**src/rtl/ew3_pkg.sv**
```systemverilog
`default_nettype none
// ----------------------------------------------------------------------------
// ew3_pkg: shared types and constants of the 3x3 white erosion filter
// Frame limits, field widths, command and register codes, and the structs
// that pass between the control, line buffer and window modules.
// ----------------------------------------------------------------------------
package ew3_pkg;

  // Frame limits.
  localparam int MAX_WIDTH  = 1024;
  localparam int MAX_HEIGHT = 1024;

  // Field widths.
  localparam int PIX_W   = 8;
  localparam int CFG_W   = 11;
  localparam int CFG_IDX_W = 2;
  localparam int WID_W   = $clog2(MAX_WIDTH + 1);
  localparam int HGT_W   = $clog2(MAX_HEIGHT + 1);
  localparam int COL_W   = $clog2(MAX_WIDTH);
  localparam int ROW_W   = $clog2(MAX_HEIGHT);
  localparam int PEND_W  = $clog2(MAX_WIDTH + 2);

  // Register reset values.
  localparam logic [CFG_W-1:0] WIDTH_RESET  = CFG_W'(640);
  localparam logic [CFG_W-1:0] HEIGHT_RESET = CFG_W'(480);

  // Register indexes.
  localparam logic [CFG_IDX_W-1:0] CFG_WIDTH  = CFG_IDX_W'(0);
  localparam logic [CFG_IDX_W-1:0] CFG_HEIGHT = CFG_IDX_W'(1);

  // Item commands.
  localparam logic CMD_PIXEL = 1'b0;
  localparam logic CMD_FLUSH = 1'b1;

  // Pixel levels that the erosion rule looks at.
  localparam logic [PIX_W-1:0] PIX_WHITE = PIX_W'(255);
  localparam logic [PIX_W-1:0] PIX_BLACK = PIX_W'(0);

  typedef logic [PIX_W-1:0] pixel_t;
  typedef logic [COL_W-1:0] col_t;

  // One column of the 3x3 window, top to bottom.
  typedef struct packed {
    pixel_t top;
    pixel_t mid;
    pixel_t bot;
  } ew3_col_t;

  // One line buffer word: the pixels one and two rows above at a column.
  typedef struct packed {
    pixel_t older;
    pixel_t newer;
  } ew3_lb_word_t;

  // Line buffer write request.
  typedef struct packed {
    logic         en;
    col_t         addr;
    ew3_lb_word_t data;
  } ew3_wr_t;

  // Word handed from the control stage to the window stage.
  typedef struct packed {
    logic   emit;      // this word produces a result
    logic   write;     // a real pixel goes into the line buffer
    logic   self_fwd;  // the read column is the one this pixel writes
    logic   last;      // final pixel of the frame
    logic   top;       // clamp flags of the output position
    logic   bottom;
    logic   left;
    logic   right;
    col_t   wr_addr;
    pixel_t pixel;
  } ew3_item_t;

endpackage
`default_nettype wire

```
**src/rtl/ew3_window.sv**
```systemverilog
`default_nettype none
// ----------------------------------------------------------------------------
// ew3_window: 3x3 window and erosion rule
// Holds the left and center window columns, forms the right column from the
// line buffer and the new pixel, applies edge clamping and the white rule,
// and drives the result register.
// ----------------------------------------------------------------------------
module ew3_window (
  input  wire logic                  clk,
  input  wire logic                  rst,
  input  wire logic                  load,
  input  wire ew3_pkg::ew3_item_t    item_in,
  input  wire ew3_pkg::ew3_lb_word_t rd_data,
  input  wire logic                  result_stall,
  output      logic                  stage_free,
  output      ew3_pkg::ew3_wr_t      wr,
  output      logic                  result_valid,
  output      ew3_pkg::pixel_t       pixel_out,
  output      logic                  frame_last
);
  import ew3_pkg::*;

  logic      b_valid;
  ew3_item_t b_item;
  ew3_col_t  c0;
  ew3_col_t  c1;

  ew3_col_t  rc;
  ew3_col_t  lcol;
  ew3_col_t  rcol;
  logic      out_free;
  logic      b_fire;
  logic      any_black;
  pixel_t    center;
  pixel_t    result;

  // Stage handshake.
  assign out_free   = !result_valid || !result_stall;
  assign b_fire     = b_valid && (!b_item.emit || out_free);
  assign stage_free = !b_valid || b_fire;

  // Right column: two rows up, one row up, and the current pixel.
  always_comb begin
    rc.top = rd_data.older;
    rc.mid = b_item.self_fwd ? b_item.pixel : rd_data.newer;
    rc.bot = b_item.pixel;
  end

  // Line buffer update: shift the column down by one row.
  always_comb begin
    wr.en         = b_fire && b_item.write;
    wr.addr       = b_item.wr_addr;
    wr.data.older = rc.mid;
    wr.data.newer = b_item.pixel;
  end

  // Clamp at the frame edges by replicating the center row or column.
  always_comb begin
    lcol = b_item.left  ? c1 : c0;
    rcol = b_item.right ? c1 : rc;
    if (b_item.top) begin
      lcol.top = lcol.mid;
      rcol.top = rcol.mid;
    end
    if (b_item.bottom) begin
      lcol.bot = lcol.mid;
      rcol.bot = rcol.mid;
    end
  end

  // White pixel turns black when any neighbor, itself included, is black.
  always_comb begin
    center    = c1.mid;
    any_black = (lcol.top == PIX_BLACK) || (lcol.mid == PIX_BLACK) ||
                (lcol.bot == PIX_BLACK) || (rcol.top == PIX_BLACK) ||
                (rcol.mid == PIX_BLACK) || (rcol.bot == PIX_BLACK) ||
                (center == PIX_BLACK) ||
                ((b_item.top ? center : c1.top) == PIX_BLACK) ||
                ((b_item.bottom ? center : c1.bot) == PIX_BLACK);
    result    = ((center == PIX_WHITE) && any_black) ? PIX_BLACK : center;
  end

  // Stage control, window shift and result register.
  always_ff @(posedge clk) begin
    if (rst) begin
      b_valid      <= 1'b0;
      result_valid <= 1'b0;
    end else begin
      if (load) begin
        b_valid <= 1'b1;
      end else if (b_fire) begin
        b_valid <= 1'b0;
      end
      if (b_fire && b_item.emit) begin
        result_valid <= 1'b1;
      end else if (!result_stall) begin
        result_valid <= 1'b0;
      end
    end
  end

  // Payload registers.
  always_ff @(posedge clk) begin
    if (load) begin
      b_item <= item_in;
    end
    if (b_fire) begin
      c0 <= c1;
      c1 <= rc;
    end
    if (b_fire && b_item.emit) begin
      pixel_out  <= result;
      frame_last <= b_item.last;
    end
  end

endmodule
`default_nettype wire

```
**config.mk**
```make
export PLATFORM = sky130hd
export DESIGN_NAME = ew3_window
export DESIGN_NICKNAME = d
export VERILOG_FILES = /design/src/rtl/ew3_pkg.sv /design/src/rtl/ew3_window.sv
export SDC_FILE = /design/constraint.sdc
export NUM_CORES = 1
export LEC_CHECK = 0
export BUFFER_PORTS_ARGS = -buffer_cell sky130_fd_sc_hd__clkbuf_2
export CORE_MARGIN = 1
export CORE_UTILIZATION = 47
export DETAILED_ROUTE_END_ITERATION = 7
export GPL_TIMING_DRIVEN = 0
export PLACE_DENSITY = 0.75
export SLEW_MARGIN = 30
export SYNTH_ARGS = -nofsm -noshare
export SYNTH_HDL_FRONTEND = slang
export SYNTH_SLANG_ARGS = --single-unit
```
**constraint.sdc**
```tcl
create_clock -name clk -period 2.35 [get_ports clk]
set_clock_uncertainty 0.05 [all_clocks]
set_input_delay 0.5875 -clock clk [delete_from_list [all_inputs] [get_ports clk]]
set_output_delay 0.5875 -clock clk [all_outputs]
set_load 0.02 [all_outputs]
```
# Yosys cells after proc, flatten, opt, wreduce, memory -nomap -nowiden
# Index checks and enable logic that the tools add are counted.
word_totals:
  regBits: 85
  out_inout_bits: 38
  wordCells: 64
classes:
  eq_ne: 2
  mux: 13
  n_reduce_logical: 29
ops:
  columns: ["cell", "count"]
  rows:
  - ["logical NOT 8 bit", 9]
  - ["two-way mux 8 bit", 7]
  - ["two-way mux 24 bit", 2]
  - ["logical OR 1 bit", 11]
  - ["== test 8 bit (second input constant)", 1]
  - ["logical AND 1 bit", 4]
  - ["logical NOT 1 bit", 4]
  - ["two-way mux 1 bit", 4]
  - ["inequality test 2 x 1 -> 1 bit (second input constant)", 1]
  - ["nonzero test 2 bit", 1]

# Logic depth before layout (Yosys ltp)
# Gate-level depths: netlist of run 1.
depth:
  depth_word: 12
  ltp_mapped: 5
  ltp_nobuf: 4

# Worst setup path after synthesis of run 1
# Ideal clock, no wire load.
synth_path:
  path_type: "in2reg"
  start: "in result_stall"
  end: "reg c0[0] (netlist name), enable pin"
  t_arrival_ps: 1841
  required_time_ps: 1890
  path_slack_ps: 49
  cell_stages: 2
  path_buffers: 0
  cell_sequence: "nand3_1 -> and2_1"
synth_between:
  elab_chain_cells: 4
synth_lines:
  columns: ["element", "line", "text"]
  rows:
  - ["from (decl)", "ew3_window.sv:14", "input wire logic result_stall,"]
  - ["logical NOT 1 bit", null, null]
  - ["logical OR 1 bit", "ew3_window.sv:38", "assign out_free = !result_valid || !result_stall;"]
  - ["logical OR 1 bit", "ew3_window.sv:39", "assign b_fire = b_valid && (!b_item.emit || out_free);"]
  - ["logical AND 1 bit", "ew3_window.sv:39", null]
  - ["via b_fire", "ew3_window.sv:32", "logic b_fire;"]
  - ["to (signal assigned)", "ew3_window.sv:108", "c0 <= c1;"]
  - ["to (decl)", "ew3_window.sv:25", "ew3_col_t c0;"]
# The timed path passes the listed nets, and every way through them passes these cells.
# A chain may end at the register's enable or synchronous reset.

==> qor.yml, run 1 <==
maxCapViolCount: 0
antennaDiodeCount: 0
cts_sinks: 85
yosysUniqueCellTypes: 20
p_leak_nw: 1.53
timing_hold_violations_final: 0
min_period_over_period_pct: 85.0
setup_ws_ps: 352
post_cts_buffers: 0
gp_congestion: 0.819
dieWidth_um: 83.9
end_kind: "output pin"
reg2reg_depth: 4
cp-start-kind: "register"
cts_resized: 0
final_net_count: 325
rsz0062_at_grt: "false"
htreeDepth: 3
synthesis.nets: 230
drt-total-wl_mm: 5.20
worst-setup-path-type: "reg2out"
pre_cts_ws_ps: 490
synthCells: 184
synthTopCellsByArea: "edfxtp_1 79%, buf_4 4.3%, mux2_2 2.9%, nor4_1 2.4%, nand2_1 1.9%"
synth_top_area_share_pct: 79.0
yosys_register_bits: 85
vias: 1823
hpwl_mm: 3.86
drive_above_1_share_pct: 45.4
syn_avg_cell_area_um2: 17.1
io_pins: 84
hold_path_startpoint: "rst"
p_per_area_mw_per_mm2: 768
post-route-drc-count: 0
crit_required_ps: 1710
clock.fmax_mhz: 501
dieArea_mm2: 0.00704
slowest_delay_ps: 370
drtIter0Drc: 94
core-area_mm2: 0.00642
grt_max_degree: 33
clk_latency_ps: 340
crit_slowest_cell: "mux2_2"
root_buffer: "clkbuf_8"
fp-row-count: 29
cts_buffer_depth: 2
reg2reg_to: "pixel_out[2]"
drt-pass1-iter-count: 4
clkTransAtPathRegs_ps: 80
vias_per_cell: 5.05
maxSlewHeadroom_pct: 56.7
yosys_warnings: 0
grt-ovfl-total: 0
maxSlewViolCount: 0
seq_area_frac_synth_pct: 80.3
tightest_slew_ps: 649
start_util_pct: 49.1
finalInstanceArea_mm2: 0.00386
cp_max_fo: 10
grt_antenna_before_repair: 0
grt_pass1_vias: 1830
cts_made_buffers: 9
area_delta_synth_final_pct: 22.4
grt_pass1_wl_mm: 8.13
rr_startpoint: "wr[0]"
rrSetupSlack_ps: 680
period_needed_ps: 2000
holdPathStages: 2
ant_nets: 0
setup_viol: 0
hold_buffers: 0
wl_per_cell_um: 14.4
syn_area_mm2: 0.00315
hp-class: "in2reg"
vdd_drop_max_mv: 0.479
outcome: "finished clean"
portBuffers: 83
die_h_um: 83.9
grt_usage_pct: 15.7
yosys.area.top_type: "edfxtp_1"
arrival_ps: 1360
tritoncts: "yes"
hold_end: "b_valid"
postPlaceCellArea_mm2: 0.00369
fill_cells: 468
crit_chain: "buf_6 > mux2_2 > clkbuf_2"
[cell type report]
class | instances | area, um2 | area share, %
Buffer | 20 | 150 | 3.89
Clock buffer | 9 | 124 | 3.21
Clock inverter | 7 | 50.0 | 1.30
Inverter | 2 | 7.51 | 0.194
Multi-Input combinational cell | 77 | 465 | 12.1
Sequential cell | 85 | 2530 | 65.6
Tap cell | 77 | 96.3 | 2.50
Timing Repair Buffer | 84 | 435 | 11.3
[routing by layer]
metal	GRT usage (%)	wire length, um
met5	0	0
met2	27.7	2650
met3	2.77	330
met1	17.7	2120
met4	9.25	99
[worst max-delay path: cells and delay by family, from the launching register on]
family / cells / cell delay [ps]
mux: 1 / 370
flops: 1 / 340
buf+inv: 2 / 310
[Yosys cell counts]
master     instances
a21oi_1            2
and2_1             1
and3_1             2
buf_1              1
buf_4             18
buf_6              1
dfxtp_1            2
edfxtp_1          83
inv_1              2
mux2_2             8
nand2_1           16
nand3_1            8
nand3_2            1
nand4_1            4
nor2_1             9
nor3_1             4
nor4_1            12
o2111ai_2          1
o31ai_1            8
or2_1              1
[logic make-up after synthesis]
group	synth area share [%]
DFF	80.3
and+or+nand+nor	9.16
buffers and inverters	5.00
AOI/OAI and AO/OA	2.70
muxes	2.86
[metrics by stage]
stage / cells / hold slack (ps) / util (%) / power, mW / setup TNS, ps
final: 361 / 354 / 60.1 / 2.96 / 0
after CTS: 361 / 343 / 60.1 / 2.98 / 0
after global placement: 344 / 352 / 57.1 / 2.10 / -18260
after detailed placement: 345 / 368 / 57.4 / 2.11 / 0
after floorplan: 184 / 350 / - / 1.98 / 0
after global routing: 361 / 352 / 60.1 / 3.05 / 0
[worst max-delay path by stage]
stage	slack [ps]	from	end
floorplan	50	result_stall	c0[0]
global placement	-380	result_stall	c0[18]
detailed placement	490	result_stall	c0[18]
CTS	340	b_item[23]	wr[8]
global route	280	b_item[23]	wr[15]
finish	350	b_item[23]	wr[8]
[power by group]
part / switching (mW) / internal [mW]
clock: 0.506 / 0.387
combinational: 0.149 / 0.115
sequential: 0.0454 / 1.76
[registers in the layout, indices dropped and copies added (netlist names)]
| signal | flops |
|---|---|
| c1 | 16 |
| result_valid | 1 |
| b_valid | 1 |
| c0 | 24 |
| b_item | 8 |
| pixel_out | 8 |
| frame_last | 1 |
| wr | 18 |
| center | 8 |
[cells in the final DEF, fill, tap and decap left out, types with 2 or more instances in the layout]
master / count
buf_4: 18
o31ai_1: 8
inv_6: 2
nand4_1: 4
inv_1: 2
clkbuf_2: 83
mux2_2: 8
and3_1: 2
nor3_1: 4
nor4_1: 12
dfxtp_1: 2
nor2_1: 9
edfxtp_1: 83
clkinvlp_4: 2
nand3_1: 8
a21oi_1: 2
nand2_1: 16
clkbuf_8: 9
(Power assumes the default switching activity.)
==> inputs of run 2 (changes only) <==
--- a/config.mk
+++ b/config.mk
@@ -9,8 +9,8 @@
 export CORE_MARGIN = 1
 export CORE_UTILIZATION = 47
 export DETAILED_ROUTE_END_ITERATION = 7
-export GPL_TIMING_DRIVEN = 0
 export PLACE_DENSITY = 0.75
+export RECOVER_POWER = 100
 export SLEW_MARGIN = 30
 export SYNTH_ARGS = -nofsm -noshare
 export SYNTH_HDL_FRONTEND = slang
==> qor.yml, run 2 (synthesis gave the netlist of run 1 again) <==
outcome: "finished clean"
maxCapViolCount: 0
antennaDiodeCount: 0
grt_pass1_vias: 1723
fp-row-count: 29
p_seq_share_pct: 59.1
cts_made_buffers: 9
largest_register_ffs: 24
grt_usage_pct: 15.4
swShare_pct: 21.3
hold_buffers: 0
rr_startpoint: "b_item[25]"
grt_max_degree: 28
dieWidth_um: 83.9
period_needed_ps: 2170
maxSlewViolCount: 0
p_switching_mw: 0.654
cts_resized: 0
arrival_ps: 1530
die_h_um: 83.9
drive_above_1_share_pct: 21.3
grt-ovfl-total: 0
vdd_drop_max_mv: 0.543
pre_cts_ws_ps: 472
crit_path_start: "b_item[23]"
cts_sinks: 85
cp-start-kind: "register"
hold_path_startpoint: "rst"
rsz0062_at_grt: "false"
p_leak_nw: 1.32
clk_latency_ps: 340
tritoncts: "yes"
tns_ps: 0
worst-setup-path-type: "reg2out"
pwr-share-clk_pct: 34.3
hp-class: "in2reg"
grt_antenna_before_repair: 0
drtIter0Drc: 120
vias: 1753
drt-pass1-iter-count: 4
final_net_count: 306
post_cts_buffers: 0
cp_max_fo: 10
dieArea_mm2: 0.00704
io_pins: 84
clkTransAtPathRegs_ps: 80
post-route-drc-count: 0
htreeDepth: 3
multi_input_area_um2: 464
min_period_over_period_pct: 92.3
maxSlewHeadroom_pct: 4.89
area_delta_synth_final_pct: 16.4
vias_per_cell: 5.16
core-area_mm2: 0.00642
p_int_mw: 2.41
wl_per_cell_um: 14.9
layout_common_cells: "83 x edfxtp_1, 45 x clkbuf_1, 40 x clkbuf_2, 16 x nand2_1, 12 x nor4_1"
fill_cells: 501
p_per_area_mw_per_mm2: 835
power_frac_comb_pct: 6.6
setup_viol: 0
clock.fmax_mhz: 461
end_kind: "output pin"
gp_congestion: 0.753
grt_pass1_wl_mm: 7.98
tightest_slew_ps: 1430
final_common_cell: "edfxtp_1"
hpwl_mm: 3.66
crit_required_ps: 1710
ant_nets: 0
seq_area_mm2: 0.00253
timing_hold_violations_final: 0
setup_ws_ps: 182
cts_buffer_depth: 2
portBuffers: 83
root_buffer: "clkbuf_8"
start_util_pct: 49.1
drt-total-wl_mm: 5.07
regMostFlops: "c0"
[run 2: changes by cell type in the layout (fill, tap and decap cells not counted), sizes merged]
| cell | before | now |
|---|---|---|
| clkinvlp | 2 | 0 |
| clkbuf | 92 | 94 |
| buf | 21 | 0 |
| inv | 4 | 2 |
| bufinv | 0 | 2 |
[run 2: routing by layer]
layer	wire, um	track usage (%)	share of wire [%]
met1	2180	18.7	43
met2	2480	24.8	49
met4	131	8.15	2.6
met3	281	4.55	5.5
met5	0	0	0
[run 2: critical path: stages, from the launching register on]
cell and delay [ps]:
edfxtp_1 600, mux2_1 410, clkbuf_1 180
[run 2: metrics by stage]
step	utilization (%)	cells	hold slack (ps)	power, mW	area (um2)
2_1_floorplan	-	184	350	1.98	3150
3_3_place_gp	55.4	326	352	2.07	3560
3_5_place_dp	55.4	326	356	2.07	3560
4_1_cts	58.5	340	349	3.12	3760
5_1_grt	57.2	340	347	3.16	3670
6_report	57.2	340	362	3.07	3670
[run 2: layout make-up]
class	count	share of cell area, %
clock buffers	9	3.37
clock inverters	5	2.11
inverters	2	0.204
multi-input cells	77	12.6
flip-flops and latches	85	69.0
well taps	77	2.62
repair buffers	85	10.1
[run 2: power groups by stage]
stage	sequential, mW	combinational (mW)	clock (mW)
after floorplan	1.83	0.149	0
after global placement	1.84	0.224	0
after detailed placement	1.85	0.227	0
after CTS	1.81	0.228	1.07
after global routing	1.82	0.219	1.12
final	1.81	0.201	1.05
[run 2: final timing paths]
path | endpoint | slack (ps) | cells past startpoint
worst max register to register | c0[22] | 280 | 3
worst max-delay path | wr[8] | 180 | 2
worst min register to register | frame_last | 380 | 0
worst min-delay path | result_valid | 360 | 2
