$ cat config.mk
export PLATFORM = sky130hd
export DESIGN_NAME = ew3_ctrl
export DESIGN_NICKNAME = d
export VERILOG_FILES = /design/src/rtl/ew3_pkg.sv /design/src/rtl/ew3_ctrl.sv
export SDC_FILE = /design/constraint.sdc
export NUM_CORES = 1
export LEC_CHECK = 0
export ABC_AREA = 1
export BUFFER_PORTS_ARGS = -buffer_cell sky130_fd_sc_hd__clkbuf_2
export CORE_AREA = 2 2 131 82
export DETAILED_ROUTE_END_ITERATION = 12
export DIE_AREA = 0 0 133 84
export PLACE_DENSITY = 0.86
export SLEW_MARGIN = 10
export SYNTH_ARGS = -nofsm -noshare
export SYNTH_HDL_FRONTEND = slang
export SYNTH_SLANG_ARGS = --single-unit
$ cat constraint.sdc
create_clock -name clk -period 11.7 [get_ports clk]
set_input_delay 1.17 -clock clk [delete_from_list [all_inputs] [get_ports clk]]
set_output_delay 1.17 -clock clk [all_outputs]
set_load 0.01 [all_outputs]
$ cat src/rtl/ew3_pkg.sv
`default_nettype none
// ----------------------------------------------------------------------------
// ew3_pkg: shared types and constants of the 3x3 white erosion filter
// Frame limits, field widths, command and register codes, and the structs
// that pass between the control, line buffer and window modules.
// ----------------------------------------------------------------------------
package ew3_pkg;

  // Frame limits.
  localparam int MAX_WIDTH  = 1024;
  localparam int MAX_HEIGHT = 1024;

  // Field widths.
  localparam int PIX_W   = 8;
  localparam int CFG_W   = 11;
  localparam int CFG_IDX_W = 2;
  localparam int WID_W   = $clog2(MAX_WIDTH + 1);
  localparam int HGT_W   = $clog2(MAX_HEIGHT + 1);
  localparam int COL_W   = $clog2(MAX_WIDTH);
  localparam int ROW_W   = $clog2(MAX_HEIGHT);
  localparam int PEND_W  = $clog2(MAX_WIDTH + 2);

  // Register reset values.
  localparam logic [CFG_W-1:0] WIDTH_RESET  = CFG_W'(640);
  localparam logic [CFG_W-1:0] HEIGHT_RESET = CFG_W'(480);

  // Register indexes.
  localparam logic [CFG_IDX_W-1:0] CFG_WIDTH  = CFG_IDX_W'(0);
  localparam logic [CFG_IDX_W-1:0] CFG_HEIGHT = CFG_IDX_W'(1);

  // Item commands.
  localparam logic CMD_PIXEL = 1'b0;
  localparam logic CMD_FLUSH = 1'b1;

  // Pixel levels that the erosion rule looks at.
  localparam logic [PIX_W-1:0] PIX_WHITE = PIX_W'(255);
  localparam logic [PIX_W-1:0] PIX_BLACK = PIX_W'(0);

  typedef logic [PIX_W-1:0] pixel_t;
  typedef logic [COL_W-1:0] col_t;

  // One column of the 3x3 window, top to bottom.
  typedef struct packed {
    pixel_t top;
    pixel_t mid;
    pixel_t bot;
  } ew3_col_t;

  // One line buffer word: the pixels one and two rows above at a column.
  typedef struct packed {
    pixel_t older;
    pixel_t newer;
  } ew3_lb_word_t;

  // Line buffer write request.
  typedef struct packed {
    logic         en;
    col_t         addr;
    ew3_lb_word_t data;
  } ew3_wr_t;

  // Word handed from the control stage to the window stage.
  typedef struct packed {
    logic   emit;      // this word produces a result
    logic   write;     // a real pixel goes into the line buffer
    logic   self_fwd;  // the read column is the one this pixel writes
    logic   last;      // final pixel of the frame
    logic   top;       // clamp flags of the output position
    logic   bottom;
    logic   left;
    logic   right;
    col_t   wr_addr;
    pixel_t pixel;
  } ew3_item_t;

endpackage
`default_nettype wire

$ cat src/rtl/ew3_ctrl.sv
`default_nettype none
// ----------------------------------------------------------------------------
// ew3_ctrl: configuration and frame position control
// Holds the size registers, tracks input and output positions and the
// pending count, and issues one word per accepted pixel or draining flush.
// ----------------------------------------------------------------------------
module ew3_ctrl (
  input  wire logic                        clk,
  input  wire logic                        rst,
  input  wire logic                        cfg_valid,
  output      logic                        cfg_ready,
  input  wire logic [ew3_pkg::CFG_IDX_W-1:0] cfg_index,
  input  wire logic [ew3_pkg::CFG_W-1:0]   cfg_data,
  input  wire logic                        item_valid,
  input  wire logic                        stage_free,
  input  wire logic                        cmd,
  input  wire ew3_pkg::pixel_t             pixel_in,
  output      logic                        load,
  output      ew3_pkg::ew3_item_t          item,
  output      ew3_pkg::col_t               rd_addr
);
  import ew3_pkg::*;

  logic [CFG_W-1:0]  cfg_width;
  logic [CFG_W-1:0]  cfg_height;
  col_t              in_col;
  logic [ROW_W-1:0]  in_row;
  logic              in_done;
  logic [PEND_W-1:0] pend;
  col_t              out_col;
  logic [ROW_W-1:0]  out_row;

  logic [WID_W-1:0]  eff_w;
  logic [HGT_W-1:0]  eff_h;
  col_t              w_m1;
  logic [ROW_W-1:0]  h_m1;
  logic              single_row;
  logic              acc;
  logic              cfg_wr;
  logic              pix_take;
  logic              pix_emit;
  logic              flush_emit;
  logic              emit;
  logic              last;
  logic              in_wrap;
  logic              out_wrap;

  function automatic col_t next_col(input col_t c, input col_t c_last);
    next_col = (c == c_last) ? '0 : c + COL_W'(1);
  endfunction

  assign cfg_ready = 1'b1;
  assign cfg_wr    = cfg_valid && cfg_ready;

  // Effective frame size: zero acts as one, values above the limit saturate.
  always_comb begin
    if (cfg_width == '0) begin
      eff_w = WID_W'(1);
    end else if (int'(cfg_width) > MAX_WIDTH) begin
      eff_w = WID_W'(MAX_WIDTH);
    end else begin
      eff_w = WID_W'(cfg_width);
    end
    if (cfg_height == '0) begin
      eff_h = HGT_W'(1);
    end else if (int'(cfg_height) > MAX_HEIGHT) begin
      eff_h = HGT_W'(MAX_HEIGHT);
    end else begin
      eff_h = HGT_W'(cfg_height);
    end
  end

  assign w_m1       = COL_W'(eff_w - WID_W'(1));
  assign h_m1       = ROW_W'(eff_h - HGT_W'(1));
  assign single_row = (h_m1 == '0);

  // Item decode.
  assign acc        = item_valid && stage_free;
  assign pix_take   = (cmd == CMD_PIXEL) && !in_done;
  assign pix_emit   = pix_take && (pend >= PEND_W'(eff_w) + PEND_W'(1));
  assign flush_emit = (cmd == CMD_FLUSH) && in_done && (pend != '0);
  assign emit       = pix_emit || flush_emit;
  assign last       = emit && (out_col == w_m1) && (out_row == h_m1);
  assign in_wrap    = (in_col == w_m1);
  assign out_wrap   = (out_col == w_m1);
  assign load       = acc && (pix_take || flush_emit);

  // Column read for the right edge of the window. A single-row frame
  // lags by one pixel less, so its read runs one column ahead.
  always_comb begin
    if (!pix_take) begin
      rd_addr = next_col(out_col, w_m1);
    end else if (single_row) begin
      rd_addr = next_col(in_col, w_m1);
    end else begin
      rd_addr = in_col;
    end
  end

  // Word for the window stage.
  always_comb begin
    item.emit     = emit;
    item.write    = pix_take;
    item.self_fwd = pix_take && single_row && (rd_addr == in_col);
    item.last     = last;
    item.top      = (out_row == '0);
    item.bottom   = (out_row == h_m1);
    item.left     = (out_col == '0);
    item.right    = out_wrap;
    item.wr_addr  = in_col;
    item.pixel    = pixel_in;
  end

  // Size registers and frame counters.
  always_ff @(posedge clk) begin
    if (rst) begin
      cfg_width  <= WIDTH_RESET;
      cfg_height <= HEIGHT_RESET;
      in_col     <= '0;
      in_row     <= '0;
      in_done    <= 1'b0;
      pend       <= '0;
      out_col    <= '0;
      out_row    <= '0;
    end else if (cfg_wr) begin
      unique case (cfg_index)
        CFG_WIDTH: begin
          cfg_width <= cfg_data;
        end
        CFG_HEIGHT: begin
          cfg_height <= cfg_data;
        end
        default: begin
        end
      endcase
      if ((cfg_index == CFG_WIDTH) || (cfg_index == CFG_HEIGHT)) begin
        in_col  <= '0;
        in_row  <= '0;
        in_done <= 1'b0;
        pend    <= '0;
        out_col <= '0;
        out_row <= '0;
      end
    end else if (acc) begin
      if (last) begin
        in_col  <= '0;
        in_row  <= '0;
        in_done <= 1'b0;
        pend    <= '0;
        out_col <= '0;
        out_row <= '0;
      end else begin
        if (pix_take) begin
          in_col <= next_col(in_col, w_m1);
          if (in_wrap) begin
            if (in_row == h_m1) begin
              in_done <= 1'b1;
            end else begin
              in_row <= in_row + ROW_W'(1);
            end
          end
          if (!pix_emit) begin
            pend <= pend + PEND_W'(1);
          end
        end
        if (flush_emit) begin
          pend <= pend - PEND_W'(1);
        end
        if (emit) begin
          out_col <= next_col(out_col, w_m1);
          if (out_wrap) begin
            out_row <= out_row + ROW_W'(1);
          end
        end
      end
    end
  end

endmodule
`default_nettype wire

# Yosys cells after proc, flatten, opt, wreduce, memory -nomap -nowiden
# Cells that the tools add are included.
[op_classes] n_eq_ne=9 n_mux=42 add_sub_neg=9 order_cmp=3 reduce_logical=36 bitwise_logic=1
[ops] cell="10-bit 2-to-1 mux" n=26
[ops] cell="11-bit 2-to-1 mux" n=9
[ops] cell="10-bit equality test" n=5
[ops] cell="10-bit by 1-bit adder with 10-bit output, second input constant" n=4
[ops] cell="10-bit zero test" n=3
[ops] cell="11-bit by 1-bit adder with 11-bit output, second input constant" n=2
[ops] cell="11-bit > comparator, second input constant" n=2
[ops] cell="11-bit zero test" n=2
[ops] cell="10-bit by 1-bit subtractor with 10-bit output, second input constant" n=2
[ops] cell="3-bit nonzero test" n=5
[ops] cell="11-bit >= comparator" n=1
[ops] cell="11-bit nonzero test" n=1
[ops] cell="11-bit by 1-bit subtractor with 11-bit output, second input constant" n=1
[ops] cell="1-bit logical AND" n=10
[ops] cell="5-bit AND reduction" n=2
[ops] cell="4-bit AND reduction" n=2
[ops] cell="1-bit 2-to-1 mux" n=7
[ops] cell="3-bit AND reduction" n=2
[ops] cell="4-bit by 2-bit != test with 1-bit output, second input constant" n=1
[ops] cell="2-bit AND reduction" n=2
[ops] cell="4-bit nonzero test" n=1
[ops] cell="1-bit logical OR" n=3
[ops] cell="3-bit != test, second input constant" n=1
[ops] cell="2-bit by 1-bit equality test with 1-bit output, second input constant" n=1
[ops] cell="5 further kinds" n=5
[totals] ff_bits=74 output_inout_bits=38 wordCells=108 input_bits=27

# Longest topological paths before layout
[depth] depth_word=12 mapped_depth=31 depth_no_buf=31

# Least setup slack after synthesis
# Ideal clock, no wire load.
[synth_timing] path_kind="register to output" start="register cfg_width[2]" end="output port item[22] (netlist name)" t_arrival_ns=3.063 slack_ns=7.467 required_ns=10.530 stages_incl_launch_ff=25 path_cell_list="dfxtp_1 -> nor2_2 -> nand3_2 -> o21ai_4 -> buf_6 -> nand2_1 -> inv_1 -> ha_1 -> nand4_1 -> nor3_1 -> inv_1 -> nor2_1 -> nand2_1 -> o21ai_0 -> inv_1 -> ha_1 -> nand2_1 -> inv_1 -> nand4_1 -> o211ai_1 -> nand2_1 -> nand2_1 -> nand2_1 -> nor2_1 -> buf_4"
[synth_between] elab_chain_len=9
[synth_lines] element="from (decl)" line="ew3_ctrl.sv:24" text="logic [CFG_W-1:0] cfg_width;"
[synth_lines] element="from (signal assigned)" line="ew3_ctrl.sv:128" text="cfg_width <= cfg_data;"
[synth_lines] element="11-bit > comparator" line="ew3_ctrl.sv:59" text="end else if (int'(cfg_width) > MAX_WIDTH) begin"
[synth_lines] element="11-bit 2-to-1 mux" line="ew3_ctrl.sv:59"
[synth_lines] element="11-bit 2-to-1 mux (*)" line="ew3_ctrl.sv:57" text="if (cfg_width == '0) begin"
[synth_lines] element="11-bit by 1-bit adder with 11-bit output (*)" line="ew3_ctrl.sv:80" text="assign pix_emit = pix_take && (pend >= PEND_W'(eff_w) + PEND_W'(1));"
[synth_lines] element="11-bit >= comparator (*)" line="ew3_ctrl.sv:80"
[synth_lines] element="1-bit logical AND (*)" line="ew3_ctrl.sv:80"
[synth_lines] element="1-bit logical OR (*)" line="ew3_ctrl.sv:82" text="assign emit = pix_emit || flush_emit;"
[synth_lines] element="named net emit" line="ew3_ctrl.sv:43" text="logic emit;"
[synth_lines] element="1-bit logical AND (*) (2 in series)" line="ew3_ctrl.sv:83" text="assign last = emit && (out_col == w_m1) && (out_row == h_m1);"
[synth_lines] element="to (decl)" line="ew3_ctrl.sv:19" text="output ew3_pkg::ew3_item_t item,"
# The timed path passes the listed nets; every way through them passes the cells marked *.

==> results.txt <==
- Unrepaired setup endpoints after global routing: false
* Total wire length: 19.0 mm
- Worst min-delay path class: reg -> reg
- CTS Buf Count: 9
- Total iterations of the first detailed-routing run: 6
- R2r setup slk: 6.37 ns
- CTS placed an instance of sky130_fd_sc_hd__clkbuf_16 at the clock tree root.
* Count of warnings emitted by yosys: 0
- Startpoint of the most critical hold path: cfg_height[0]$_SDFFE_PP0P_
- Detailed placement ended at an HPWL of 14.2 mm.
- For this run, the leading register cell type out of synthesis is sky130_fd_sc_hd__dfxtp_1.
- The worst setup path is captured at an output pin.
* Mapped Nets: 1093
- The total area inside the core boundary comes to 10100 um2.
- Post-route minimum period: 5.51 ns
- Width of the die: 133 um
- Maximum number of pins on one net before global-route repair: 37
* Worst Path Max Fanout: 16
- Layout net count: 1117
- Number of antenna-violating nets in the routed design: 0
* Grt ovf: 0
- The worst pin sits at a relative slew slack of 0.497.
- Insertion delay of the later-clocked pin in the worst-skew pair: 0.34 ns
- The number of global-route vias before repair came to 6010.
* Peak supply drop: 0.103 mV
- Between clock sinks in the finished design, the worst skew comes to 0.00746 ns.
* I/O pins: 65
* Bufs on Longest Clock Path: 2
* Starting DRT DRC Count: 891
- Summing all non-filler instances in the final layout gives an area of 6880 um2.
* Most common cell after layout, fill and taps aside: sky130_fd_sc_hd__nand2_1
- CP Data Required Time: 10.53 ns
- Via total after detailed routing: 6956
* Post-Route Hold Slack: 0.496 ns
- Setup TNS: 0 ns
* Type of the worst setup path: reg -> out
* R2R cell count: 26
- The number of gates resized after CTS was 0.
* Setup violators final: 0
- Synthesis-to-finish area growth: 8.10%
- H-Tree Level Count: 3
- Clock-pin slew was measured on the worst setup and hold paths at 0.06 ns.
* Post-synth EDFFs: 0
- Mean area per synthesized cell: 6.15 um2
- The synthesized design contains 74 register bits.
* RR Endpoint: in_col[8]$_SDFFE_PP0P_
- The floorplan has 29 rows.
- In the final layout, the share of cells above drive strength 1 is 0.101.
- Dividing total power by cell area gives a power density of 104 nW/um2.
- Tcrit/Tclk final: 0.471
- Starting utilization of the core area: 0.628
- Setup fix buffers added after clock tree synthesis: 0
- The run finished with clean final reports.
- Via-to-Cell Ratio: 5.78
- Routability Congestion: 1.02
- Number of max-capacitance violations reported: 0
* Instance count along the most critical hold path: 2
- Number of pins exceeding their max-slew limit in the final report: 0
- The tree built by TritonCTS fans out to 74 sinks.
- Hold Violations, Final: 0
- In the synthesized netlist, the number of instances is 1035.
- In the layout the commonest cells are sky130_fd_sc_hd__nand2_1, sky130_fd_sc_hd__inv_1, sky130_fd_sc_hd__nor2_1.
* Total GRT Usage: 0.347
* Number of I/O port buffers: 47
* Initial antenna violation count: 0
- Worst slack at placement: 6.76 ns
- Measured slew at the worst slew-check pin: 0.746 ns
- The analysis attributes to cell leakage a power of 0.00330 uW.
* Sequential element share of the synthesized area: 0.233
- After layout, the worst setup slack is 6.19 ns.
- The worst setup path is launched from a register.
* Wire length of the first global-routing pass: 30.8 mm
* Total Power: 716 uW
* Number of different library cells in the post-synthesis netlist: 46
- The startpoint identified for the worst register-to-register timing path is cfg_width[4]$_SDFFE_PP0P_.
- TritonCTS built the clock tree.
- The path with the worst hold slack has its endpoint at cfg_height[0]$_SDFFE_PP0P_.
- Timing would allow up to 0.182 GHz.
* Area of the die: 11200 um2
- Mapped Area: 6360 um2
- After detailed routing, the average wire length per cell comes to 15.8 um.
- Summing all placed instances gives a cell area of 6560 um2.
* Async set or reset register ratio after synthesis: 0
- Crit path arrival time: 4.34 ns
* DIE HEIGHT: 84 um
* Hold Buf Count CTS: 0
- The number of antenna diodes in the final layout is 0.
- In the routed design, unresolved DRC markers number 0.
-- routing by layer --
| layer | vias to the layer above | wire length, um | global-route usage |
|---|---|---|---|
| met4 | 0 | 418 | 0.103 |
| met5 | - | 0 | 0 |
| li1 | 3386 | - | - |
| met1 | 3102 | 8750 | 0.534 |
| met2 | 427 | 6990 | 0.451 |
| met3 | 41 | 2820 | 0.103 |
-- Yosys cell counts, drive strengths merged (6+ instances only) --
cell type / number / share of area
nand2: 282 / 0.18
inv: 131 / 0.078
nor2: 123 / 0.077
nand3: 104 / 0.087
dfxtp: 74 / 0.23
a21oi: 64 / 0.052
o21ai: 55 / 0.048
xor2: 44 / 0.061
ha: 30 / 0.059
nor3: 27 / 0.022
buf: 25 / 0.029
nand4: 20 / 0.020
clkbuf: 11 / 0.0065
xnor2: 10 / 0.014
nor4: 6 / 0.0059
o211ai: 6 / 0.0071
-- flip-flops by register name, indices dropped and copies added, names as in the netlist --
| name | flops |
|---|---|
| pend | 11 |
| out_row | 10 |
| in_row | 10 |
| in_col | 10 |
| in_done | 1 |
| cfg_width | 11 |
| out_col | 10 |
| cfg_height | 11 |
-- critical path, stage by stage, from the launching register on --
cell and delay, ns:
sky130_fd_sc_hd__dfxtp_1 0.42, sky130_fd_sc_hd__nor2_1 0.16, sky130_fd_sc_hd__nand3_2 0.10, sky130_fd_sc_hd__o21ai_4 0.38
sky130_fd_sc_hd__nand2_2 0.26, sky130_fd_sc_hd__inv_1 0.11, sky130_fd_sc_hd__ha_1 0.18, sky130_fd_sc_hd__nand4_1 0.14
sky130_fd_sc_hd__nor3_1 0.17, sky130_fd_sc_hd__inv_1 0.08, sky130_fd_sc_hd__nor2_1 0.16, sky130_fd_sc_hd__nand2_1 0.10
sky130_fd_sc_hd__o21ai_0 0.24, sky130_fd_sc_hd__inv_1 0.08, sky130_fd_sc_hd__ha_1 0.29, sky130_fd_sc_hd__nand2_1 0.08
sky130_fd_sc_hd__inv_1 0.06, sky130_fd_sc_hd__nand4_1 0.09, sky130_fd_sc_hd__o211ai_1 0.23, sky130_fd_sc_hd__nand2_1 0.08
sky130_fd_sc_hd__nand2_1 0.21, sky130_fd_sc_hd__nand2_1 0.08, sky130_fd_sc_hd__nor2_1 0.12, sky130_fd_sc_hd__clkbuf_2 0.16
-- cell families after synthesis --
group / after synthesis / synth area share
compound gates: 138 / 0.123
xor+xnor: 54 / 0.0743
fa+ha+maj: 31 / 0.0621
buf+inv: 171 / 0.115
flops: 74 / 0.233
other cells: 1 / 0.000589
simple gates: 566 / 0.392
-- worst max path at each step --
stage	slack, ns	end	cells past startpoint	from
floorplan	7.47	item[22]	24	cfg_width[2]$_SDFFE_PP0P_
global placement	6.87	in_col[8]$_SDFFE_PP0P_	26	cfg_width[4]$_SDFFE_PP0P_
detailed placement	6.76	item[22]	23	cfg_width[4]$_SDFFE_PP0P_
CTS	6.36	item[22]	23	cfg_width[4]$_SDFFE_PP0P_
global route	5.72	item[22]	23	cfg_width[4]$_SDFFE_PP0P_
finish	6.19	item[22]	23	cfg_width[4]$_SDFFE_PP0P_
-- area by class of cell --
| cell class | instances | area (um2) |
|---|---|---|
| multi-input combinational | 790 | 4150 |
| sequential | 74 | 1480 |
| tap | 139 | 174 |
| fill | 882 | 3250 |
| clock inverter | 4 | 48.8 |
| timing repair buffer | 49 | 250 |
| inverter | 135 | 509 |
| clock buffer | 12 | 267 |
-- where the power goes --
part           switching (uW)  internal (uW)
logic                     105           49.0
clock network             110            182
registers                11.0            260
-- metrics by stage --
step	utilization	instances
3_3_place_gp	0.648	1187
5_1_grt	0.679	1203
3_5_place_dp	0.648	1187
4_1_cts	0.679	1203
2_1_floorplan	-	1035
6_report	0.679	1203
No activity file was read; power rests on OpenSTA's default activity.
